File: src/sv/lsdp_pkg.sv
// ----------------------------------------------------------------------------
// lsdp_pkg
// shared types and constants of the stack distance profiler
// ----------------------------------------------------------------------------
`default_nettype none
package lsdp_pkg;

   localparam int unsigned FUNC_ACCESS = 0;
   localparam int unsigned FUNC_READ   = 1;

   // commands from the controller to the datapath
   typedef struct packed {
      logic clear_step;   // clear one row of the stack and profile stores
      logic load_req;     // capture the request
      logic read_row;     // issue the set row and profile reads
      logic eval;         // compare and build the new row
      logic write_back;   // write row, profile cell and totals
      logic respond;      // drive the result strobe
   } lsdp_cmd_type;

   // status from the datapath to the controller
   typedef struct packed {
      logic clear_done;
   } lsdp_sts_type;

endpackage
`default_nettype wire

File: src/sv/lsdp_ctrl.sv
// ----------------------------------------------------------------------------
// lsdp_ctrl
// sequencer: clearing pass after reset, then four steps per request
// ----------------------------------------------------------------------------
`default_nettype none
module lsdp_ctrl
   import lsdp_pkg::*;
(
   input  wire logic         clock,
   input  wire logic         reset,
   input  wire logic         start,
   output logic              busy,
   output lsdp_cmd_type      cmd,
   input  wire lsdp_sts_type sts
);

   typedef enum logic [5:0] {
      ST_CLEAR = 6'b000001,
      ST_IDLE  = 6'b000010,
      ST_READ  = 6'b000100,
      ST_EVAL  = 6'b001000,
      ST_WRITE = 6'b010000,
      ST_RESP  = 6'b100000
   } state_type;

   state_type state_ff, state_in;

   always_ff @(posedge clock) begin
      if (reset) begin
         state_ff <= ST_CLEAR;
      end else begin
         state_ff <= state_in;
      end
   end

   always_comb begin
      state_in = state_ff;
      cmd      = '0;
      busy     = 1'b1;
      case (state_ff)
         ST_CLEAR: begin
            cmd.clear_step = 1'b1;
            if (sts.clear_done) state_in = ST_IDLE;
         end
         ST_IDLE: begin
            busy = 1'b0;
            if (start) begin
               cmd.load_req = 1'b1;
               state_in     = ST_READ;
            end
         end
         ST_READ: begin
            cmd.read_row = 1'b1;
            state_in     = ST_EVAL;
         end
         ST_EVAL: begin
            cmd.eval = 1'b1;
            state_in = ST_WRITE;
         end
         ST_WRITE: begin
            cmd.write_back = 1'b1;
            state_in       = ST_RESP;
         end
         ST_RESP: begin
            cmd.respond = 1'b1;
            state_in    = ST_IDLE;
         end
         default: begin
            state_in = ST_CLEAR;
         end
      endcase
   end

endmodule
`default_nettype wire

File: config.mk
export PLATFORM = sky130hd
export DESIGN_NAME = lsdp_ctrl
export DESIGN_NICKNAME = d
export VERILOG_FILES = /design/src/sv/lsdp_pkg.sv /design/src/sv/lsdp_ctrl.sv
export SDC_FILE = /design/constraint.sdc
export NUM_CORES = 1
export LEC_CHECK = 0
export BUFFER_PORTS_ARGS = -buffer_cell sky130_fd_sc_hd__buf_2
export CELL_PAD_IN_SITES_DETAIL_PLACEMENT = 1
export CELL_PAD_IN_SITES_GLOBAL_PLACEMENT = 2
export CORE_UTILIZATION = 23
export DETAILED_ROUTE_END_ITERATION = 7
export GPL_ROUTABILITY_DRIVEN = 0
export GPL_TIMING_DRIVEN = 0
export HOLD_SLACK_MARGIN = 0.03
export PLACE_DENSITY_LB_ADDON = 0.15
export SETUP_SLACK_MARGIN = 0.5
export SLEW_MARGIN = 40
export SYNTH_ARGS = -nofsm -noshare
export SYNTH_HDL_FRONTEND = slang
export SYNTH_SLANG_ARGS = --single-unit
File: constraint.sdc
create_clock -name clock -period 1 [get_ports clock]
set_input_delay 0.15 -clock clock [delete_from_list [all_inputs] [get_ports clock]]
set_output_delay 0.15 -clock clock [all_outputs]
set_load 0.05 [all_outputs]
**Word-level counts from Yosys, hierarchy flattened**

Index checks and enable logic that the tools add are counted.

- Bits in registers: 6
- Bits of input ports: 4
- Output and inout bits: 7
- Word-level logic and storage cells: 21

- Equality and inequality tests: 8
- Muxes and demuxes: 11
- Reduce and logical (&&, ||, !) cells: 1

Operators by type and width:

| kind | number |
|---|---|
| $pmux 6 s6 | 1 |
| $mux 6 | 2 |
| $mux 1 | 8 |
| $eq 6x1->1 const B | 1 |
| $eq 6x2->1 const B | 1 |
| $eq 6x3->1 const B | 1 |
| $eq 6x4->1 const B | 1 |
| $eq 6x5->1 const B | 1 |
| $eq 6x6->1 const B | 1 |
| $ne 2x2->1 const B | 2 |
| $reduce_and 2->1 | 1 |

**Depth between registers and ports, before layout**

Gate-level depths: netlist (run 1).

- Depth after elaboration: 3
- Mapped depth: 4
- Depth with buffers taken out: 4

**Least setup slack after synthesis (run 1)**

Ideal clock, no wire load.

- Kind: flip-flop to output port
- Start: reg state_ff[4]
- End: out cmd[4] (netlist name)
- Arrival time: 1698 ps
- Data required time: 850 ps
- Path slack: -848 ps
- Cell stages (with the launch flop): 4
- Path buffers: 0
- Cell sequence: dfxtp_1 nor2_2 nand4b_2 nor2_1

RTL lines:

| item | line | source |
|---|---|---|
| start, declared | lsdp_ctrl.sv:26 | `state_type state_ff, state_in;` |
| start signal, assigned | lsdp_ctrl.sv:32 | `state_ff <= state_in;` |
| end, declared | lsdp_ctrl.sv:13 | `output lsdp_cmd_type cmd,` |

==> metrics.sh, run 1 <==
DETAILEDROUTE.FIRSTITERATIONVIOLATIONS=2
NUMPORTBUFFERS=10
CPMOSTUSEDCELL='nor2_4'
CRITICAL_PATH.CELL_CHAIN='nor2_4 -> nand2_4 -> buf_4 -> nor2_4 -> buf_8'
SYNTHESIS.AREA_PER_INSTANCE_UM2=10.1
HOLD_VIOLATIONS=0
RSZ_0062_RAISED_AFTER_GLOBAL_ROUTING='yes'
HOLD_DEPTH=2
WORSTMARGINPINSLEW_NS=0.297
STARTPOINT_TO_ENDPOINT_CLASS_OF_THE_CRITICAL_PATH='flip-flop to primary output'
FINAL_LAYOUT_SIZE_SUFFIX_GT1_SHARE_PCT=83.1
MIN_TO='state_ff[5]'
ANTENNA_VIOLATIONS_BEFORE_REPAIR=0
HP-CLASS='primary input to flip-flop'
VIASPERCELL=4.84
FINAL_WORST_SLACK_NS=-0.441
FIRST_PASS_GRT_WIRE_LENGTH_UM=1660
POST_ROUTE_DESIGN_AREA_UM2=682
REG2REGPATHDEPTH=6
ANTENNA_CELLS=0
POST-DP-HPWL_UM=636
YOSYSSEQAREASHARE_PCT=37.1
IOS=11
GLOBAL_ROUTE_USAGE_OVER_ALL_LAYERS_PCT=17.5
DIE_H_UM=39.5
CTS_H_TREE_LVLS=1
POWER.DENSITY_CELL_AREA_mW_PER_MM2=1390
FIN_SKEW_NS=0.00237
CLOCK_ROOT_CELL='clkbuf_4'
POSTPLACECELLAREA_UM2=428
DIE_AREA_MM2=0.00156
INITIAL_UTILIZATION_PCT=24.9
CTS_TREE='built'
CORE_AREA_MM2=0.00130
SYN2LAYOUT_AREA_GROWTH_PCT=110
ENDPOINT_KIND='primary output'
FINAL_ANTENNA_NET_COUNT=0
PATH_CLK_SLEW_NS=0.05
SYNTH.NET_COUNT=36
MAX_FLOP_REGISTER='state_ff'
NUMBER_OF_GLOBAL_ROUTE_VIAS_BEFORE_REPAIR=337
CLK_PATH_BUF_DEPTH=2
CRIT_ARRIVAL_NS=1.29
ROWS=13
UTILIZATION_PCT=52.4
WL_UM=1140
CLK-INSERTION-DELAY-LATE_NS=0.25
SYN-INSTANCE-COUNT=32
DRV_CAP=0
HOLD_PATH_STARTPOINT='reset'
MIN_PERIOD_OVER_PERIOD_PCT=144
R2R_SLACK_NS=-0.38
SYNTH.CELL_AREA_UM2=324
SYNTHDISTINCTLIBCELLS=18
WORST_HOLD_SLACK_NS=0.115
FINAL.MIN_CLOCK_PERIOD_NS=1.44
MOST-COMMON-LAYOUT-CELLS='buf_4, buf_6, nor2_4, dfxtp_4'
CTS-BUFFERS-INSERTED=3
WIRE_PER_INST_UM=15.4
POST-PLACE-CELLS=57
POST_LAYOUT_INSTANCE_COUNT_EXCLUDING_FILLER_CELLS=74
SETUP_TNS_NS=-4.30
R2R-START='state_ff[5]'
POWER.LEAKAGE_nW=0.332
FILLCELLCOUNT=149
TOTAL_COUNT_OF_MAX_TRANSITION_VIOLATIONS_IN_THE_FINAL_REPORT=0
STATUS='finished, violations left'
SLOWEST_DELAY_NS=0.35
SETUP_VIOLS_FINAL=13
LARGEST_REG_FLOPS=6
YS_WARN_COUNT=0
CRITICAL-PATH-SLOWEST-CELL='dfxtp_4'
PIN_COUNT_OF_THE_BIGGEST_NET_ENTERING_GLOBAL_ROUTING=6
WORST-ENDPOINT-REQUIRED_NS=0.85
DRT_PASS1_ITERATIONS=2
REG2REG_TO='state_ff[3]'
DIE_W_UM=39.5
GLOBALROUTEOVERFLOWTOTAL=0
FMAXACHIEVABLE_MHz=694
VIOLATIONS='negative setup slack'
FINAL_NETS=65
FINAL_COMMON_CELL='buf_4'
CTS.SINK_COUNT=6
MAX-VDD-IR-DROP_V=0.000747
REG_TOP3='state_ff: 6 flops'
SYNTH_REGISTER_BITS=6
DRC_ERRORS=0
SLEW_HEADROOM_PCT=80.2
DETAILED_ROUTE_VIA_COUNT=358
STARTPOINT_TYPE='flip-flop'
CP_MAX_FO=4
-- cell families after synthesis --
group           Yosys count  synth area share [%]
flops                     6                  37.1
compound gates            4                  9.27
buf+inv                   1                  1.16
simple gates             19                  47.1
xor+xnor                  2                  5.41
-- critical path, delay by kind of cell (launching register included) --
family | cells | cell delay [ns]
flops | 1 | 0.35
buf+inv | 2 | 0.30
simple gates | 3 | 0.38
-- metal layers --
layer	wire length (um)	track usage [%]	vias up	part of all wire [%]
li1	-	-	175	-
met1	443	17.6	170	39
met2	631	29.9	10	55
met3	54	8.52	3	4.7
met4	9	7.76	0	0.79
met5	0	0	-	0
-- worst max-delay path by stage --
stage | from | endpoint | slack (ns)
2_1_floorplan | state_ff[5] | state_ff[0] | -0.36
3_3_place_gp | state_ff[5] | cmd[5] | -0.31
3_5_place_dp | state_ff[3] | cmd[5] | -0.33
4_1_cts | state_ff[3] | cmd[5] | -0.44
5_1_grt | state_ff[5] | cmd[1] | -0.50
6_report | state_ff[5] | cmd[1] | -0.44
-- synth_stat cells --
master,number,area share (%)
nor2_4,2,6.9
nor2_2,2,3.9
dfxtp_1,6,37
xor2_1,2,5.4
and4b_1,3,9.3
nor3b_1,1,2.3
nor2_1,2,2.3
nand4b_2,1,4.6
a31oi_1,1,1.9
nand2_2,1,1.9
o31a_1,1,2.7
a22oi_1,1,2.3
inv_1,1,1.2
nor3_1,3,4.6
nor3b_2,1,3.9
and3b_1,2,5.4
nand2b_1,1,1.9
o31ai_1,1,2.3
-- final cells by class --
| cell class | instances | area [um^2] | share of cell area [%] |
|---|---|---|---|
| clock buffer | 3 | 22.5 | 3.30 |
| inverter | 1 | 3.75 | 0.550 |
| multi-input combinational | 25 | 279 | 40.9 |
| sequential | 6 | 136 | 20.0 |
| tap | 15 | 18.8 | 2.75 |
| timing repair buffer | 24 | 221 | 32.5 |
-- timing repair --
item / in CTS / in global routing
setup buffers: 10 / 4
pin swaps: 7 / 6
setup endpoints to repair: 13 / 13
gates resized for setup: 29 / 7
hold buffers: 0 / 0
-- stage by stage --
step           power, W  setup slack [ns]
2_1_floorplan  0.000479            -0.363
3_3_place_gp   0.000529            -0.313
3_5_place_dp   0.000531            -0.326
4_1_cts        0.000929            -0.437
5_1_grt         0.00101            -0.497
6_report       0.000951            -0.441
-- power breakdown --
| part | switching (W) | total, W | leakage [nW] | internal (W) |
|---|---|---|---|---|
| clock network | 0.0000993 | 0.000236 | 0.0138 | 0.000137 |
| logic | 0.000218 | 0.000433 | 0.267 | 0.000215 |
| registers | 0.0000269 | 0.000282 | 0.0516 | 0.000255 |
| total | 0.000344 | 0.000951 | 0.332 | 0.000606 |
Note: power is estimated with default switching activity, not from simulation.
==> run 2: changes to the inputs <==
- CORE_AREA: default -> 2 2 39 41
- CORE_UTILIZATION: 23 -> default
- DIE_AREA: default -> 0 0 41 43
- clock period: 1 -> 1.5 ns (I/O delays scaled with it)
==> run 2 against run 1 <==
Compared with the run above:
- the flow still finishes with violations (negative setup slack)
- non-clock buffer count did not move
- hold slack improved by 0.10 ns
- first-iteration DRC count fell by 100%
- clock skew fell by 0.0014 ns
- utilization fell by 3.2 points
- final cell count rose by 1.4%
- die area rose by 13%
- sequential power fell by 34%
- count of clock-buffer cells in the layout did not move
- critical path depth did not move
- global-route usage fell by 2.3 points
- critical path type unchanged
- critical endpoint unchanged
==> metrics.sh, run 2 (synthesis results as in run 1) <==
FILLCELLCOUNT=151
LARGEST_REG_FLOPS=6
ANTENNA_CELLS=0
DRT_PASS1_ITERATIONS=1
HOLD_VIOLATIONS=0
CLK_PATH_BUF_DEPTH=2
MAX-VDD-IR-DROP_V=0.000326
SLOWEST_DELAY_NS=0.35
NUMBER_OF_GLOBAL_ROUTE_VIAS_BEFORE_REPAIR=380
CTS.HOLD.BUFFERS_ADDED=0
CPLARGESTDELAYFAMILY='simple AND/OR/NAND/NOR gates'
POST-PLACE-CELLS=58
VIASPERCELL=4.88
SLEW_HEADROOM_PCT=81.9
PATH_CLK_SLEW_NS=0.05
POST_LAYOUT_INSTANCE_COUNT_EXCLUDING_FILLER_CELLS=75
DRC_ERRORS=0
POWER.LEAKAGE_nW=0.300
CRITICAL_PATH.CELL_CHAIN='nor2_4 -> nand2_4 -> buf_4 -> nor2_4 -> buf_8'
DETAILED_ROUTE_VIA_COUNT=366
WL_UM=1100
HP-CLASS='primary input to flip-flop'
CTS.SINK_COUNT=6
FMAXACHIEVABLE_MHz=653
WORSTMARGINPINSLEW_NS=0.271
TOTAL_COUNT_OF_MAX_TRANSITION_VIOLATIONS_IN_THE_FINAL_REPORT=0
MOST-COMMON-LAYOUT-CELLS='buf_4, nor2_4, buf_6, dfxtp_4, buf_8'
RSZ_0062_RAISED_AFTER_GLOBAL_ROUTING='yes'
CRIT_ARRIVAL_NS=1.31
FIN_SKEW_NS=0.00101
FINAL_LAYOUT_SIZE_SUFFIX_GT1_SHARE_PCT=79.7
MIN_PERIOD_OVER_PERIOD_PCT=102
DRV_CAP=0
CTS_TREE='built'
FINAL_ANTENNA_NET_COUNT=0
CTS_H_TREE_LVLS=1
CLOCK_ROOT_CELL='clkbuf_4'
ENDPOINT_KIND='primary output'
CRITICAL-PATH-SLOWEST-CELL='dfxtp_4'
IOS=11
GLOBAL_ROUTE_USAGE_OVER_ALL_LAYERS_PCT=15.2
VIOLATIONS='negative setup slack'
POSTPLACECELLAREA_UM2=435
FINAL_COMMON_CELL='buf_4'
MAX_FLOP_REGISTER='state_ff'
ROWS=14
STARTPOINT_TO_ENDPOINT_CLASS_OF_THE_CRITICAL_PATH='flip-flop to primary output'
REG_TOP3='state_ff: 6 flops'
STATUS='finished, violations left'
DIE_H_UM=43
SETUP_TNS_NS=-0.0587
CRITPATHBUFINV=2
POST_ROUTE_DESIGN_AREA_UM2=681
WIRE_PER_INST_UM=14.6
TOP_LAYER='met4'
GLOBALROUTEOVERFLOWTOTAL=0
SYN2LAYOUT_AREA_GROWTH_PCT=110
CORE_AREA_MM2=0.00138
MULTI_INPUT_COMB_AREA_UM2=273
FINAL_NETS=65
UTILIZATION_PCT=49.2
POWER.DENSITY_CELL_AREA_mW_PER_MM2=896
NUMPORTBUFFERS=10
SETUP_VIOLS_FINAL=3
DETAILEDROUTE.FIRSTITERATIONVIOLATIONS=0
CTS-BUFFERS-INSERTED=3
ROUTED-WL-MET2_UM=585
FIRST_PASS_GRT_WIRE_LENGTH_UM=1730
DIE_W_UM=41
STARTPOINT_TYPE='flip-flop'
FINAL.MIN_CLOCK_PERIOD_NS=1.53
INITIAL_UTILIZATION_PCT=23.4
WL_MET3_UM=39
DIE_AREA_MM2=0.00176
FF_LATCH_AREA_UM2=140
WORST-ENDPOINT-REQUIRED_NS=1.27
ROUTE.LAYER.MET1.WL_UM=450
CPMOSTUSEDCELL='nor2_4'
FINAL_WORST_SLACK_NS=-0.0318
PIN_COUNT_OF_THE_BIGGEST_NET_ENTERING_GLOBAL_ROUTING=6
ANTENNA_VIOLATIONS_BEFORE_REPAIR=0
CLK-INSERTION-DELAY-LATE_NS=0.25
CP_MAX_FO=5
-- run 2: cell counts in the layout (fill, tap and decap cells not counted) --
Identical to the previous run, type by type.
-- run 2: stage by stage --
step                power, W  setup WS [ns]  hold WS, ns
floorplan           0.000325          0.127        0.294
global placement    0.000358          0.114        0.427
detailed placement  0.000362         0.0623        0.433
CTS                 0.000597        -0.0386        0.173
global route        0.000653         -0.117        0.207
finish              0.000610        -0.0318        0.216
-- run 2: path summary, 6_finish.rpt --
check | slack, ns | cells after the start | end | from
max | -0.03 | 5 | cmd[1] | state_ff[5]
min reg2reg | 0.64 | 2 | state_ff[5] | state_ff[0]
min | 0.22 | 2 | state_ff[2] | reset
max reg2reg | 0.22 | 5 | state_ff[4] | state_ff[5]
-- run 2: worst register-to-register path, cell delays in order (launching register included) --
cell,delay [ns]
dfxtp_4,0.35
nor2_4,0.21
nand4b_4,0.18
buf_6,0.16
nor2_4,0.09
and3b_1,0.18
-- run 2: final cells by class --
class | count | area share [%]
Inverter | 1 | 0.551
Tap cell | 16 | 2.94
Clock buffer | 3 | 3.31
Sequential cell | 6 | 20.6
Multi-Input combinational cell | 25 | 40.1
Timing Repair Buffer | 24 | 32.5
-- run 2: metal layers --
metal	global-route usage (%)	vias to the layer above
met2	21.3	7
met3	4.71	2
met1	19.0	182
met5	0	-
li1	-	175
met4	10.0	0
-- run 2: where the power goes --
part / switching [W] / leakage, nW / internal [W]
Combinational: 0.000136 / 0.233 / 0.000133
Sequential: 0.0000162 / 0.0525 / 0.000171
Clock: 0.0000619 / 0.0138 / 0.0000908
-- run 2: what timing repair did --
action,in CTS,in global routing
setup buffers,10,4
endpoints found under the hold margin,0,0
pin swaps,8,7
resized for setup,27,6
endpoints found under the setup margin,11,12
